[src/rtl/afc_pkg.sv]
// shared constants, types and functions of the affine transform composer
package afc_pkg;

  localparam int FRAC_BITS_DEF = 16;
  localparam int TRIG_STEPS_DEF = 20;
  localparam int ANG_BITS = 28;
  localparam int ATAN_ENTRIES = 30;
  localparam int XW = 34;
  localparam int ZAW = 38;
  localparam logic signed [XW-1:0] CORDIC_K30 = 34'sd652032874;

  localparam logic [2:0] MODE_IDENT     = 3'd0;
  localparam logic [2:0] MODE_TRANSLATE = 3'd1;
  localparam logic [2:0] MODE_SCALE     = 3'd2;
  localparam logic [2:0] MODE_ROTATE    = 3'd3;
  localparam logic [2:0] MODE_SKEW_X    = 3'd4;
  localparam logic [2:0] MODE_SKEW_Y    = 3'd5;
  localparam logic [2:0] MODE_MATRIX    = 3'd6;
  localparam logic [2:0] MODE_APPLY     = 3'd7;

  typedef struct packed {
    logic                 done;
    logic signed [31:0]   cos_q;
    logic signed [31:0]   sin_q;
    logic signed [XW-1:0] cos30;
    logic signed [XW-1:0] sin30;
  } trig_res_t;

  function automatic logic signed [31:0] sat32(input logic signed [63:0] v);
    if (v > 64'sh000000007fffffff) begin
      return 32'sh7fffffff;
    end else if (v < 64'shffffffff80000000) begin
      return 32'sh80000000;
    end else begin
      return v[31:0];
    end
  endfunction

  function automatic logic signed [31:0] neg_sat(input logic signed [31:0] v);
    logic signed [63:0] w;
    w = -(64'(v));
    return sat32(w);
  endfunction

  // arctangent of 2^-i in degrees, Q28
  function automatic logic signed [ZAW-1:0] atan_deg28(input logic [4:0] i);
    case (i)
      5'd0:  return 38'sd12079595520;
      5'd1:  return 38'sd7131001626;
      5'd2:  return 38'sd3767825416;
      5'd3:  return 38'sd1912607013;
      5'd4:  return 38'sd960014950;
      5'd5:  return 38'sd480475470;
      5'd6:  return 38'sd240296363;
      5'd7:  return 38'sd120155514;
      5'd8:  return 38'sd60078674;
      5'd9:  return 38'sd30039451;
      5'd10: return 38'sd15019740;
      5'd11: return 38'sd7509872;
      5'd12: return 38'sd3754936;
      5'd13: return 38'sd1877468;
      5'd14: return 38'sd938734;
      5'd15: return 38'sd469367;
      5'd16: return 38'sd234684;
      5'd17: return 38'sd117342;
      5'd18: return 38'sd58671;
      5'd19: return 38'sd29335;
      5'd20: return 38'sd14668;
      5'd21: return 38'sd7334;
      5'd22: return 38'sd3667;
      5'd23: return 38'sd1833;
      5'd24: return 38'sd917;
      5'd25: return 38'sd458;
      5'd26: return 38'sd229;
      5'd27: return 38'sd115;
      5'd28: return 38'sd57;
      5'd29: return 38'sd29;
      default: return '0;
    endcase
  endfunction

endpackage

[src/rtl/afc_cmd_if.sv]
// command channel interface
interface afc_cmd_if;
  logic              valid;
  logic              ready;
  logic [2:0]        mode;
  logic [2:0]        arg_count;
  logic signed [31:0] op_a;
  logic signed [31:0] op_b;
  logic signed [31:0] op_c;
  logic signed [31:0] op_d;
  logic signed [31:0] op_e;
  logic signed [31:0] op_f;

  modport source (output valid, mode, arg_count, op_a, op_b, op_c, op_d, op_e, op_f,
                  input ready);
  modport sink (input valid, mode, arg_count, op_a, op_b, op_c, op_d, op_e, op_f,
                output ready);
endinterface

[src/rtl/afc_pt_if.sv]
// point result channel interface
interface afc_pt_if;
  logic               valid;
  logic               ready;
  logic signed [31:0] x_out;
  logic signed [31:0] y_out;

  modport source (output valid, x_out, y_out, input ready);
  modport sink (input valid, x_out, y_out, output ready);
endinterface

[src/rtl/affine_transform_composer.sv]
// top level: svg style 2d affine matrix composer with point transform
// one command at a time; cmd.ready is high only while idle, identity needs no multiplier work
// each matrix product runs 12 serial products on one multiplier
// apply runs 4 products; rotate adds a cordic run,
// skew adds that plus a division; rotate about a center runs three matrix products
// reset loads the identity matrix and empties the result register
module affine_transform_composer #(
  parameter int FRAC_BITS  = afc_pkg::FRAC_BITS_DEF,
  parameter int TRIG_STEPS = afc_pkg::TRIG_STEPS_DEF
) (
  input  logic       clk,
  input  logic       rst,
  afc_cmd_if.sink    cmd,
  afc_pt_if.source   pt
);

  localparam int PW = 64 - FRAC_BITS;
  localparam int SW = PW + 2;
  localparam logic signed [31:0] ONE = 32'sd1 <<< FRAC_BITS;

  localparam logic [2:0] S_IDLE = 3'd0;
  localparam logic [2:0] S_TRIG = 3'd1;
  localparam logic [2:0] S_DIV  = 3'd2;
  localparam logic [2:0] S_MUL  = 3'd3;
  localparam logic [2:0] S_NEXT = 3'd4;
  localparam logic [2:0] S_OUT  = 3'd5;

  localparam logic [1:0] PH_PRE  = 2'd0;
  localparam logic [1:0] PH_ROT  = 2'd1;
  localparam logic [1:0] PH_POST = 2'd2;

  logic [2:0]          state;
  logic [1:0]          phase;
  logic [2:0]          mode_r;
  logic [2:0]          k;
  logic                t;
  logic                issued;
  logic                trig_go;
  logic                div_go;
  logic                out_valid;
  logic signed [SW-1:0] sum;
  logic signed [SW-1:0] total;
  logic signed [31:0]  coef [6];
  logic signed [31:0]  newm [6];
  logic signed [31:0]  p [6];
  logic signed [31:0]  cx;
  logic signed [31:0]  cy;
  logic signed [31:0]  ang;
  logic signed [31:0]  trans;

  logic                mul_start;
  logic                mul_done;
  logic signed [31:0]  mul_a;
  logic signed [31:0]  mul_b;
  logic signed [PW-1:0] mul_prod;
  afc_pkg::trig_res_t  trig_res;
  logic                div_done;
  logic signed [31:0]  tan_q;

  assign cmd.ready = (state == S_IDLE);
  assign pt.valid  = out_valid;

  // term t of coefficient k: old m[k%2 + 2t] times operand p[2(k/2) + t]
  assign mul_start = (state == S_MUL) && !issued;
  assign mul_a     = coef[{1'b0, t, k[0]}];
  assign mul_b     = p[{k[2:1], t}];
  assign trans     = k[0] ? coef[5] : coef[4];
  assign total     = sum + SW'(mul_prod) + (k[2] ? SW'(trans) : SW'(0));

  afc_mul #(.FRAC_BITS(FRAC_BITS)) u_mul (
    .clk   (clk),
    .rst   (rst),
    .start (mul_start),
    .a     (mul_a),
    .b     (mul_b),
    .done  (mul_done),
    .prod  (mul_prod)
  );

  afc_trig #(.FRAC_BITS(FRAC_BITS), .TRIG_STEPS(TRIG_STEPS)) u_trig (
    .clk   (clk),
    .rst   (rst),
    .start (trig_go),
    .deg   (ang),
    .res   (trig_res)
  );

  afc_div #(.FRAC_BITS(FRAC_BITS)) u_div (
    .clk   (clk),
    .rst   (rst),
    .start (div_go),
    .num   (trig_res.sin30),
    .den   (trig_res.cos30),
    .done  (div_done),
    .quo   (tan_q)
  );

  always_ff @(posedge clk) begin
    if (rst) begin
      state     <= S_IDLE;
      phase     <= PH_POST;
      mode_r    <= afc_pkg::MODE_IDENT;
      k         <= '0;
      t         <= 1'b0;
      issued    <= 1'b0;
      trig_go   <= 1'b0;
      div_go    <= 1'b0;
      out_valid <= 1'b0;
      coef[0]   <= ONE;
      coef[1]   <= '0;
      coef[2]   <= '0;
      coef[3]   <= ONE;
      coef[4]   <= '0;
      coef[5]   <= '0;
    end else begin
      if (trig_go) begin
        trig_go <= 1'b0;
      end
      if (div_go) begin
        div_go <= 1'b0;
      end
      if (out_valid && pt.ready && state != S_OUT) begin
        out_valid <= 1'b0;
      end
      case (state)
        S_IDLE: begin
          if (cmd.valid) begin
            mode_r <= cmd.mode;
            k      <= '0;
            t      <= 1'b0;
            issued <= 1'b0;
            case (cmd.mode)
              afc_pkg::MODE_IDENT: begin
                coef[0] <= ONE;
                coef[1] <= '0;
                coef[2] <= '0;
                coef[3] <= ONE;
                coef[4] <= '0;
                coef[5] <= '0;
              end
              afc_pkg::MODE_TRANSLATE: begin
                if (cmd.arg_count == 3'd1 || cmd.arg_count == 3'd2) begin
                  p[0]  <= ONE;
                  p[1]  <= '0;
                  p[2]  <= '0;
                  p[3]  <= ONE;
                  p[4]  <= cmd.op_a;
                  p[5]  <= (cmd.arg_count == 3'd2) ? cmd.op_b : 32'sd0;
                  state <= S_MUL;
                end
              end
              afc_pkg::MODE_SCALE: begin
                if (cmd.arg_count == 3'd1 || cmd.arg_count == 3'd2) begin
                  p[0]  <= cmd.op_a;
                  p[1]  <= '0;
                  p[2]  <= '0;
                  p[3]  <= (cmd.arg_count == 3'd2) ? cmd.op_b : cmd.op_a;
                  p[4]  <= '0;
                  p[5]  <= '0;
                  state <= S_MUL;
                end
              end
              afc_pkg::MODE_ROTATE: begin
                if (cmd.arg_count == 3'd1) begin
                  ang     <= cmd.op_a;
                  phase   <= PH_POST;
                  trig_go <= 1'b1;
                  state   <= S_TRIG;
                end else if (cmd.arg_count == 3'd3) begin
                  ang   <= cmd.op_a;
                  cx    <= cmd.op_b;
                  cy    <= cmd.op_c;
                  p[0]  <= ONE;
                  p[1]  <= '0;
                  p[2]  <= '0;
                  p[3]  <= ONE;
                  p[4]  <= cmd.op_b;
                  p[5]  <= cmd.op_c;
                  phase <= PH_PRE;
                  state <= S_MUL;
                end
              end
              afc_pkg::MODE_SKEW_X, afc_pkg::MODE_SKEW_Y: begin
                if (cmd.arg_count == 3'd1) begin
                  ang     <= cmd.op_a;
                  trig_go <= 1'b1;
                  state   <= S_TRIG;
                end
              end
              afc_pkg::MODE_MATRIX: begin
                if (cmd.arg_count == 3'd6) begin
                  p[0]  <= cmd.op_a;
                  p[1]  <= cmd.op_b;
                  p[2]  <= cmd.op_c;
                  p[3]  <= cmd.op_d;
                  p[4]  <= cmd.op_e;
                  p[5]  <= cmd.op_f;
                  state <= S_MUL;
                end
              end
              afc_pkg::MODE_APPLY: begin
                p[4]  <= cmd.op_a;
                p[5]  <= cmd.op_b;
                k     <= 3'd4;
                state <= S_MUL;
              end
              default: begin
                state <= S_IDLE;
              end
            endcase
          end
        end
        S_TRIG: begin
          if (trig_res.done) begin
            if (mode_r == afc_pkg::MODE_ROTATE) begin
              p[0]  <= trig_res.cos_q;
              p[1]  <= trig_res.sin_q;
              p[2]  <= afc_pkg::neg_sat(trig_res.sin_q);
              p[3]  <= trig_res.cos_q;
              p[4]  <= '0;
              p[5]  <= '0;
              k     <= '0;
              state <= S_MUL;
            end else begin
              div_go <= 1'b1;
              state  <= S_DIV;
            end
          end
        end
        S_DIV: begin
          if (div_done) begin
            p[0]  <= ONE;
            p[1]  <= (mode_r == afc_pkg::MODE_SKEW_Y) ? tan_q : 32'sd0;
            p[2]  <= (mode_r == afc_pkg::MODE_SKEW_X) ? tan_q : 32'sd0;
            p[3]  <= ONE;
            p[4]  <= '0;
            p[5]  <= '0;
            k     <= '0;
            state <= S_MUL;
          end
        end
        S_MUL: begin
          if (mul_start) begin
            issued <= 1'b1;
          end
          if (mul_done) begin
            issued <= 1'b0;
            if (!t) begin
              sum <= SW'(mul_prod);
              t   <= 1'b1;
            end else begin
              newm[k] <= afc_pkg::sat32(64'(total));
              t       <= 1'b0;
              if (k == 3'd5) begin
                state <= S_NEXT;
              end else begin
                k <= k + 3'd1;
              end
            end
          end
        end
        S_NEXT: begin
          if (mode_r == afc_pkg::MODE_APPLY) begin
            state <= S_OUT;
          end else begin
            coef[0] <= newm[0];
            coef[1] <= newm[1];
            coef[2] <= newm[2];
            coef[3] <= newm[3];
            coef[4] <= newm[4];
            coef[5] <= newm[5];
            if (mode_r == afc_pkg::MODE_ROTATE && phase == PH_PRE) begin
              phase   <= PH_ROT;
              trig_go <= 1'b1;
              state   <= S_TRIG;
            end else if (mode_r == afc_pkg::MODE_ROTATE && phase == PH_ROT) begin
              p[0]  <= ONE;
              p[1]  <= '0;
              p[2]  <= '0;
              p[3]  <= ONE;
              p[4]  <= afc_pkg::neg_sat(cx);
              p[5]  <= afc_pkg::neg_sat(cy);
              k     <= '0;
              phase <= PH_POST;
              state <= S_MUL;
            end else begin
              state <= S_IDLE;
            end
          end
        end
        S_OUT: begin
          if (!out_valid || pt.ready) begin
            out_valid <= 1'b1;
            pt.x_out  <= newm[4];
            pt.y_out  <= newm[5];
            state     <= S_IDLE;
          end
        end
        default: begin
          state <= S_IDLE;
        end
      endcase
    end
  end

endmodule

[src/rtl/afc_mul.sv]
// bit-serial signed 32x32 multiplier with round half up to the fixed point format
module afc_mul #(
  parameter int FRAC_BITS = afc_pkg::FRAC_BITS_DEF,
  localparam int PW = 64 - FRAC_BITS
) (
  input  logic                 clk,
  input  logic                 rst,
  input  logic                 start,
  input  logic signed [31:0]   a,
  input  logic signed [31:0]   b,
  output logic                 done,
  output logic signed [PW-1:0] prod
);

  localparam logic [1:0] M_IDLE = 2'd0;
  localparam logic [1:0] M_RUN  = 2'd1;
  localparam logic [1:0] M_OUT  = 2'd2;
  localparam logic signed [63:0] RND = 64'sd1 <<< (FRAC_BITS - 1);

  logic [1:0]         state;
  logic [4:0]         cnt;
  logic signed [63:0] mc;
  logic signed [63:0] acc;
  logic signed [63:0] addend;
  logic signed [63:0] rnd;
  logic [31:0]        mb;

  // the sign bit of the multiplier carries negative weight
  always_comb begin
    if (!mb[0]) begin
      addend = '0;
    end else if (cnt == 5'd31) begin
      addend = -mc;
    end else begin
      addend = mc;
    end
  end

  assign rnd  = acc + RND;
  assign prod = PW'(rnd >>> FRAC_BITS);
  assign done = (state == M_OUT);

  always_ff @(posedge clk) begin
    if (rst) begin
      state <= M_IDLE;
      cnt   <= '0;
    end else begin
      case (state)
        M_IDLE: begin
          if (start) begin
            state <= M_RUN;
            cnt   <= '0;
            mc    <= 64'(a);
            mb    <= b;
            acc   <= '0;
          end
        end
        M_RUN: begin
          acc <= acc + addend;
          mc  <= mc <<< 1;
          mb  <= mb >> 1;
          cnt <= cnt + 5'd1;
          if (cnt == 5'd31) begin
            state <= M_OUT;
          end
        end
        M_OUT: begin
          state <= M_IDLE;
        end
        default: begin
          state <= M_IDLE;
        end
      endcase
    end
  end

endmodule

[src/rtl/afc_trig.sv]
// angle reduction and iterative cordic giving cosine and sine of an angle in degrees
module afc_trig #(
  parameter int FRAC_BITS  = afc_pkg::FRAC_BITS_DEF,
  parameter int TRIG_STEPS = afc_pkg::TRIG_STEPS_DEF
) (
  input  logic                clk,
  input  logic                rst,
  input  logic                start,
  input  logic signed [31:0]  deg,
  output afc_pkg::trig_res_t  res
);

  localparam int ZW   = 32 + afc_pkg::ANG_BITS - FRAC_BITS;
  localparam int MODS = ZW - 35;
  localparam int JW   = $clog2(MODS + 1);
  localparam logic [36:0] FULL   = 37'd360 << afc_pkg::ANG_BITS;
  localparam logic [36:0] HALF   = 37'd180 << afc_pkg::ANG_BITS;
  localparam logic [36:0] QUART  = 37'd90 << afc_pkg::ANG_BITS;
  localparam logic [36:0] QUART3 = 37'd270 << afc_pkg::ANG_BITS;
  localparam logic signed [63:0] QRND = 64'sd1 <<< (29 - FRAC_BITS);

  localparam logic [2:0] T_IDLE = 3'd0;
  localparam logic [2:0] T_MOD  = 3'd1;
  localparam logic [2:0] T_FIX  = 3'd2;
  localparam logic [2:0] T_FOLD = 3'd3;
  localparam logic [2:0] T_ROT  = 3'd4;
  localparam logic [2:0] T_FLIP = 3'd5;
  localparam logic [2:0] T_OUT  = 3'd6;

  logic [2:0]                        state;
  logic                              neg;
  logic                              flip;
  logic [JW-1:0]                     j;
  logic [4:0]                        i;
  logic [ZW:0]                       r;
  logic [ZW:0]                       sub;
  logic [36:0]                       rz;
  logic signed [ZW-1:0]              zext;
  logic signed [afc_pkg::XW-1:0]     x;
  logic signed [afc_pkg::XW-1:0]     y;
  logic signed [afc_pkg::XW-1:0]     dx;
  logic signed [afc_pkg::XW-1:0]     dy;
  logic signed [afc_pkg::ZAW-1:0]    z;
  logic signed [afc_pkg::ZAW-1:0]    at;
  logic signed [63:0]                xw;
  logic signed [63:0]                yw;

  assign zext = ZW'(deg) <<< (afc_pkg::ANG_BITS - FRAC_BITS);
  assign sub  = (ZW + 1)'(FULL) << j;
  assign rz   = r[36:0];
  assign dx   = y >>> i;
  assign dy   = x >>> i;
  assign at   = afc_pkg::atan_deg28(i);

  always_comb begin
    xw = 64'(x) + QRND;
    yw = 64'(y) + QRND;
    res.done  = (state == T_OUT);
    res.cos30 = x;
    res.sin30 = y;
    res.cos_q = afc_pkg::sat32(xw >>> (30 - FRAC_BITS));
    res.sin_q = afc_pkg::sat32(yw >>> (30 - FRAC_BITS));
  end

  always_ff @(posedge clk) begin
    if (rst) begin
      state <= T_IDLE;
      j     <= '0;
      i     <= '0;
    end else begin
      case (state)
        T_IDLE: begin
          if (start) begin
            neg   <= zext[ZW-1];
            r     <= {1'b0, (zext[ZW-1] ? -zext : zext)};
            j     <= JW'(MODS - 1);
            state <= T_MOD;
          end
        end
        // remainder by 360 degrees, one shifted subtract per cycle
        T_MOD: begin
          if (r >= sub) begin
            r <= r - sub;
          end
          if (j == '0) begin
            state <= T_FIX;
          end else begin
            j <= j - JW'(1);
          end
        end
        T_FIX: begin
          if (neg && (r != '0)) begin
            r <= (ZW + 1)'(FULL) - r;
          end
          state <= T_FOLD;
        end
        // into (-180,180], then into [-90,90]
        T_FOLD: begin
          if (rz <= QUART) begin
            z    <= afc_pkg::ZAW'(rz);
            flip <= 1'b0;
          end else if (rz < QUART3) begin
            z    <= afc_pkg::ZAW'(rz) - afc_pkg::ZAW'(HALF);
            flip <= 1'b1;
          end else begin
            z    <= afc_pkg::ZAW'(rz) - afc_pkg::ZAW'(FULL);
            flip <= 1'b0;
          end
          x     <= afc_pkg::CORDIC_K30;
          y     <= '0;
          i     <= '0;
          state <= T_ROT;
        end
        T_ROT: begin
          if (!z[afc_pkg::ZAW-1]) begin
            x <= x - dx;
            y <= y + dy;
            z <= z - at;
          end else begin
            x <= x + dx;
            y <= y - dy;
            z <= z + at;
          end
          if (i == 5'(TRIG_STEPS - 1)) begin
            state <= T_FLIP;
          end else begin
            i <= i + 5'd1;
          end
        end
        T_FLIP: begin
          if (flip) begin
            x <= -x;
            y <= -y;
          end
          state <= T_OUT;
        end
        T_OUT: begin
          state <= T_IDLE;
        end
        default: begin
          state <= T_IDLE;
        end
      endcase
    end
  end

endmodule

[src/rtl/afc_div.sv]
// radix-2 restoring divider for the tangent, quotient truncated and saturated
module afc_div #(
  parameter int FRAC_BITS = afc_pkg::FRAC_BITS_DEF
) (
  input  logic                          clk,
  input  logic                          rst,
  input  logic                          start,
  input  logic signed [afc_pkg::XW-1:0] num,
  input  logic signed [afc_pkg::XW-1:0] den,
  output logic                          done,
  output logic signed [31:0]            quo
);

  localparam int XW = afc_pkg::XW;
  localparam int NW = XW + FRAC_BITS;
  localparam int CW = $clog2(NW);

  localparam logic [1:0] D_IDLE = 2'd0;
  localparam logic [1:0] D_RUN  = 2'd1;
  localparam logic [1:0] D_FIN  = 2'd2;
  localparam logic [1:0] D_OUT  = 2'd3;

  logic [1:0]        state;
  logic [CW-1:0]     cnt;
  logic              neg;
  logic [XW:0]       rem;
  logic [XW:0]       rsh;
  logic              ge;
  logic [NW-1:0]     dvd;
  logic [XW-1:0]     dmag;
  logic [XW-1:0]     nmag;
  logic signed [31:0] res;

  assign nmag = num[XW-1] ? XW'(-num) : XW'(num);
  assign rsh  = {rem[XW-1:0], dvd[NW-1]};
  assign ge   = (rsh >= {1'b0, dmag});
  assign done = (state == D_OUT);
  assign quo  = res;

  always_ff @(posedge clk) begin
    if (rst) begin
      state <= D_IDLE;
      cnt   <= '0;
    end else begin
      case (state)
        D_IDLE: begin
          if (start) begin
            if (den == '0) begin
              res   <= num[XW-1] ? 32'sh80000000 : 32'sh7fffffff;
              state <= D_OUT;
            end else begin
              neg   <= num[XW-1] ^ den[XW-1];
              dmag  <= den[XW-1] ? XW'(-den) : XW'(den);
              dvd   <= {nmag, FRAC_BITS'(0)};
              rem   <= '0;
              cnt   <= '0;
              state <= D_RUN;
            end
          end
        end
        D_RUN: begin
          rem <= ge ? (rsh - {1'b0, dmag}) : rsh;
          dvd <= {dvd[NW-2:0], ge};
          if (cnt == CW'(NW - 1)) begin
            state <= D_FIN;
          end else begin
            cnt <= cnt + CW'(1);
          end
        end
        D_FIN: begin
          if (neg) begin
            if (dvd > (NW'(1) << 31)) begin
              res <= 32'sh80000000;
            end else begin
              res <= -(dvd[31:0]);
            end
          end else begin
            if (dvd > ((NW'(1) << 31) - NW'(1))) begin
              res <= 32'sh7fffffff;
            end else begin
              res <= dvd[31:0];
            end
          end
          state <= D_OUT;
        end
        D_OUT: begin
          state <= D_IDLE;
        end
        default: begin
          state <= D_IDLE;
        end
      endcase
    end
  end

endmodule
[src/flat_wrapper.sv]
// flat-port wrapper written by rule: the top's interface ports become plain ports
module affine_transform_composer_flat 
#(
  parameter int FRAC_BITS  = afc_pkg::FRAC_BITS_DEF,
  parameter int TRIG_STEPS = afc_pkg::TRIG_STEPS_DEF
)
  (clk, rst, cmd_valid, cmd_mode, cmd_arg_count, cmd_op_a, cmd_op_b, cmd_op_c, cmd_op_d, cmd_op_e, cmd_op_f, cmd_ready, pt_valid, pt_x_out, pt_y_out, pt_ready);
  afc_cmd_if cmd_i ();
  afc_pt_if pt_i ();
  input  logic clk;
  input  logic rst;
  input wire logic [$bits(cmd_i.valid)-1:0] cmd_valid;
  input wire logic [$bits(cmd_i.mode)-1:0] cmd_mode;
  input wire logic [$bits(cmd_i.arg_count)-1:0] cmd_arg_count;
  input wire logic [$bits(cmd_i.op_a)-1:0] cmd_op_a;
  input wire logic [$bits(cmd_i.op_b)-1:0] cmd_op_b;
  input wire logic [$bits(cmd_i.op_c)-1:0] cmd_op_c;
  input wire logic [$bits(cmd_i.op_d)-1:0] cmd_op_d;
  input wire logic [$bits(cmd_i.op_e)-1:0] cmd_op_e;
  input wire logic [$bits(cmd_i.op_f)-1:0] cmd_op_f;
  output wire logic [$bits(cmd_i.ready)-1:0] cmd_ready;
  output wire logic [$bits(pt_i.valid)-1:0] pt_valid;
  output wire logic [$bits(pt_i.x_out)-1:0] pt_x_out;
  output wire logic [$bits(pt_i.y_out)-1:0] pt_y_out;
  input wire logic [$bits(pt_i.ready)-1:0] pt_ready;
  assign cmd_i.valid = cmd_valid;
  assign cmd_i.mode = cmd_mode;
  assign cmd_i.arg_count = cmd_arg_count;
  assign cmd_i.op_a = cmd_op_a;
  assign cmd_i.op_b = cmd_op_b;
  assign cmd_i.op_c = cmd_op_c;
  assign cmd_i.op_d = cmd_op_d;
  assign cmd_i.op_e = cmd_op_e;
  assign cmd_i.op_f = cmd_op_f;
  assign cmd_ready = cmd_i.ready;
  assign pt_valid = pt_i.valid;
  assign pt_x_out = pt_i.x_out;
  assign pt_y_out = pt_i.y_out;
  assign pt_i.ready = pt_ready;
  affine_transform_composer #(.FRAC_BITS(FRAC_BITS), .TRIG_STEPS(TRIG_STEPS)) u_core (.clk(clk), .rst(rst), .cmd(cmd_i), .pt(pt_i));
endmodule
[config.mk]
export PLATFORM = sky130hd
export DESIGN_NAME = affine_transform_composer_flat
export DESIGN_NICKNAME = d
export VERILOG_FILES = /design/src/rtl/afc_pkg.sv /design/src/rtl/afc_cmd_if.sv /design/src/rtl/afc_pt_if.sv /design/src/rtl/affine_transform_composer.sv /design/src/rtl/afc_mul.sv /design/src/rtl/afc_trig.sv /design/src/rtl/afc_div.sv /design/src/flat_wrapper.sv
export SDC_FILE = /design/constraint.sdc
export NUM_CORES = 2
export LEC_CHECK = 0
export BUFFER_PORTS_ARGS = -buffer_cell sky130_fd_sc_hd__buf_2
export CAP_MARGIN = 20
export CORE_MARGIN = 3
export CORE_UTILIZATION = 33
export CTS_BUF_LIST = sky130_fd_sc_hd__clkbuf_4
export CTS_CLUSTER_SIZE = 8
export DETAILED_ROUTE_END_ITERATION = 10
export HOLD_SLACK_MARGIN = 0.08
export PLACE_DENSITY = 0.52
export SLEW_MARGIN = 40
export SYNTH_ARGS = -nofsm -noshare
export SYNTH_HDL_FRONTEND = slang
export SYNTH_SLANG_ARGS = --single-unit
[constraint.sdc]
create_clock -name clk -period 17 [get_ports clk]
set_clock_uncertainty 0.15 [all_clocks]
set_input_delay 0.85 -clock clk [delete_from_list [all_inputs] [get_ports clk]]
set_output_delay 0.85 -clock clk [all_outputs]
set_load 0.05 [all_outputs]
==> results.md <==
- STA puts the critical path data arrival time at 8.51 ns.
- Measured in cells, the most critical reg-to-reg path has a length of 21.
- Routability-driven placement finished with a final weighted congestion of 0.9240.
- The die covers 270400 µm².
- The number of global-route vias before repair is 71.05k.
- For this design, the slowest cell found on the critical path is dfxtp_4.
- Broken down by cell family, the worst path's largest delay share belongs to compound AO/OA/AOI/OAI gates.
- The signal on the critical path passes through buf_4, mux4_2, mux2_2, o221ai_1, o221ai_1, nor4b_1, nand4_1, nor4_1, nor2_1, xor2_1, ha_1, a21oi_1, o21ai_0, o41a_1, a311o_1, o211ai_1, o31ai_1, a31oi_1, o21ai_0, xnor2_1, o22ai_1.
- The max-cap check violation count is 0.
- The number of nets with antenna violations after routing is 0.
- At the worst endpoint, the required time is 17.72 ns.
- The largest net degree at the start of global routing is 127.
- The ratio of total power to cell area is 79.87 nW/µm².
- For met3 alone, demand over resource in global routing was 3.671%.
- The minimum hold slack is 0.2364 ns.
- The region available for standard cell placement spans 262500 µm².
- The hold violation count in the final report is 0.
- Global routing consumed, on the met2 layer, 35.04% of the routing resources.
- After clock tree synthesis, the repair step resized 0 gates.
- The library cell used most frequently in the layout, excluding fill and tap cells, is edfxtp_1.
- Setup violations remaining at the end of the flow were counted as 0.
- Of the post-synthesis cell area, the dominant cell type holds 42.99%.
- The iteration-0 DRC count of the detailed router is 7214.
- In this run the worst path has a maximum fanout of 50.
- The initial standard-cell utilization of the core is 33.21%.
- The number of iterations in the first detailed-routing pass is 10.
- The terminating pin of the worst hold path is u_core.cy[18]$_DFFE_PP_.
- The class of the most critical hold timing path is input pin to flip-flop.
- In this run the static leakage power is 36.89 nW.
- The setup fix buffers added after clock tree synthesis is 0.
- The critical path endpoint category is a flip-flop.
- Summed over all instances, the cell type with the most area after synthesis is edfxtp_1.
- The total routing usage reported by global routing is 21.91%.
- The count of input and output buffers is 267.
- The highest-utilization routing layer at the global route stage is met2.
- The via density per instance is 5.550.
- 268 I/O pins were placed.
- The total half-perimeter wirelength after legalization and detailed placement is 223000 µm.
- The global-route wire length before repair is 457400 µm.
- The final critical delay including setup and external delays is 7.792 ns.
- The post-synthesis cell area is 87170 µm².
- The max-slew violation total from the final report was 0.
- The H-tree generated during clock tree synthesis spans 5 levels.
- The number of vias after detailed routing is 72.78k.
- The number of antenna violations at the first check in global routing was 25.
- Counting both buffers and inverters, the worst setup path holds a total of 1.
- The flop-to-flop setup slack is 9.21 ns.
- The global route total overflow is 0.
- Dividing the detail-routed wire length by the instance count gives 23.48 µm.
- Row generation in the floorplan step produced 188 rows.
- After detailed routing, the total wire length is 308000 µm.
- In this design, the stage delay of the slowest critical-path cell is 0.82 ns.
- The number of enable flip-flop cells after synthesis is 1248.
- The CTS root buffer is clkbuf_4.
- Including well taps, the total number of placed cells is 12.23k.
- The worst pin sits at a relative slew slack of 39.30%.
- The die outline width is 520.0 µm.
- The number of standard cells after synthesis is 8836.
- The endpoint of the worst-slack reg-to-reg timing path is u_core.u_trig.x[33]$_DFFE_PP_.
- The clock-pin slew on the worst setup and hold paths is 0.07 ns.
- Averaged over all synthesized cells, the footprint is 9.866 µm².
- Setup repair after global routing left no endpoint under its margin.
- In this run, synthesis produced a sequential element count of 1325.
- The most used flip-flop cell after synthesis is edfxtp_1.
- Across the VDD grid, the largest voltage drop is 50.30 µV.
- The total number of nets in the final design is 9913.
- The synthesized net count is 9421.
- The post-layout instance count excluding filler cells is 13.11k.
- In the post-synthesis netlist, the biggest area contributors are edfxtp_1, ha_1, xnor2_1.
- The number of buffers created by CTS is 381.
- The beginning of the worst hold path is cmd_op_c[18].
- From bottom edge to top edge, the die measures 520.0 µm.
- Yosys printed 0 warnings.
- The synthesized netlist contains 96 unique library cells.
- The share of the cycle needed by the critical path after routing is 45.83%.
- The beginning of the worst register-to-register path is u_core.u_trig.i[1]$_SDFFE_PP0P_.
- The top cell types in the final layout, fill and taps aside, are edfxtp_1, nand2_1, nor2_1.
- The buffer levels on the longest clock path is 4.
- The clock tree from TritonCTS is yes.
- The met1 track utilization from global routing is 29.47%.
- After detailed routing, the number of remaining DRC violations is 0.
- The critical path startpoint category is a flip-flop.
- For the pin with the worst max-slew slack, the measured transition is 0.9039 ns.
- The sequential area share after synthesis is 44.76%.
- The critical path in this run is classified as flip-flop to flip-flop.
- In the synthesized netlist the async set-or-reset flop fraction comes to 0%.
- The fraction of layout cells with a size suffix above 1 is 13.91%.
- The run finished with clean final reports.
- Timing would allow up to 0.1283 GHz.
- The hold-critical path depth is 2.
- The total negative slack is 0 ns.
- The clock net in this run drives a total of 1325 sinks.
- The area growth from synthesis to layout is 14.11%.
- At the later pin of the worst-skew pair, clock insertion delay measures 1.25 ns.
[cell usage after synthesis, types with 53 or more instances]
library cell / n
a211oi_1: 53
a21o_1: 191
a21oi_1: 693
a222oi_1: 66
a22oi_1: 54
a31oi_1: 76
and2_1: 300
and3_1: 77
buf_1: 62
clkbuf_1: 432
dfxtp_1: 77
edfxtp_1: 1248
fa_1: 54
ha_1: 329
inv_1: 383
mux2_2: 79
mux2i_1: 173
mux4_2: 119
nand2_1: 912
nand2b_1: 76
nand3_1: 135
nand4_1: 68
nor2_1: 729
nor2b_1: 59
nor3_1: 220
nor4_1: 53
o211ai_1: 80
o21a_1: 61
o21ai_0: 547
o31ai_1: 62
or3_1: 89
xnor2_1: 410
xor2_1: 290
[worst reg2reg max path, stage by stage, from the launching register on]
cell,delay (ns)
dfxtp_4,0.82
buf_4,0.71
mux4_2,0.62
mux2_2,0.34
o221ai_1,0.26
o221ai_1,0.32
nor4b_1,0.69
nand4_1,0.32
nor4_1,0.33
nor2_1,0.08
xor2_1,0.16
ha_1,0.35
a21oi_1,0.15
o21ai_0,0.13
o41a_1,0.37
a311o_1,0.41
o211ai_1,0.37
o31ai_1,0.17
a31oi_1,0.29
o21ai_0,0.17
xnor2_1,0.20
o22ai_1,0.09
[routing by layer]
| layer | vias to the layer above | share of wire [%] | routed length (µm) |
|---|---|---|---|
| met4 | 4 | 4.2 | 12990 |
| met2 | 2722 | 46 | 141700 |
| met5 | - | 0.0075 | 23 |
| li1 | 33660 | - | - |
| met1 | 35770 | 43 | 132800 |
| met3 | 626 | 6.7 | 20480 |
[how the worst max path moves through the flow]
stage	start	end	slack (ns)	cells past startpoint
floorplan	u_core.state[0]$_SDFFE_PP0P_	u_core.coef[0][0]$_SDFFCE_PN0P_	5.00	4
global placement	u_core.u_mul.acc[17]$_SDFFCE_PN0P_	u_core.newm[1][2]$_DFFE_PP_	9.34	23
detailed placement	u_core.u_mul.acc[17]$_SDFFCE_PN0P_	u_core.newm[3][4]$_DFFE_PP_	9.35	25
CTS	u_core.u_mul.acc[17]$_SDFFCE_PN0P_	u_core.newm[2][4]$_DFFE_PP_	9.31	25
global route	u_core.u_trig.i[1]$_SDFFE_PP0P_	u_core.u_trig.x[33]$_DFFE_PP_	8.68	23
finish	u_core.u_trig.i[1]$_SDFFE_PP0P_	u_core.u_trig.x[33]$_DFFE_PP_	9.21	21
[flip-flops by register name (all words and copies together), names as in the netlist, 34 cells and up]
name and cells:
u_core.u_mul.acc 64, u_core.u_mul.mc 64, u_core.sum 48, u_core.u_div.dmag 34, u_core.u_div.rem 34, u_core.u_div.dvd 50
u_core.u_trig.x 34, u_core.u_trig.r 45, u_core.newm 192, u_core.u_trig.at 34, u_core.p 192, u_core.coef 192
u_core.u_trig.z 38, u_core.u_trig.y 34
[power by group]
group	total (mW)	leakage [nW]	internal [mW]	switching [mW]
logic	1.13	21.9	0.382	0.750
registers	3.80	12.2	3.73	0.0782
clock network	3.01	2.78	1.56	1.45
[per-stage QoR]
stage          instance area [µm²]  util [%]  power (mW)  setup slack (ns)
2_1_floorplan                87180         -       4.550             5.005
3_3_place_gp                 92160     35.11       4.932             9.337
3_5_place_dp                 92410     35.20       4.949             9.353
4_1_cts                      99320     37.84       8.039             9.314
5_1_grt                      99450     37.89       8.322             8.683
6_report                     99480     37.89       7.945             9.208
[layout make-up]
class                   instances  area, µm²
inverters                     387       1454
diodes                         12      30.03
clock buffers                 528       3964
well taps                    3515       4398
multi-input cells            6599      45060
clock inverters               114      729.5
repair buffers                634       4796
flip-flops and latches       1325      39040
fillers                     26370     163000
[logic make-up (layout without fill, tap and decap cells)]
kind of cell	count (synthesis)	after routing	synth area share (%)
AOI/OAI and AO/OA	2242	2242	16.25
xor gates and xnor gates	700	700	7.033
adders and majority gates	383	383	5.962
buffers and inverters	912	1663	3.980
DFF	1325	1325	44.76
muxes	371	371	6.081
other	0	12	0
and+or+nand+nor	2903	2903	15.94
[timing repair]
| action | 4_1_cts | 5_1_grt |
|---|---|---|
| hold buffers | 222 | 0 |
| endpoints found under the setup margin | 0 | 0 |
| hold endpoints to repair | 286 | 0 |
Note: power is estimated with default switching activity, not from simulation.
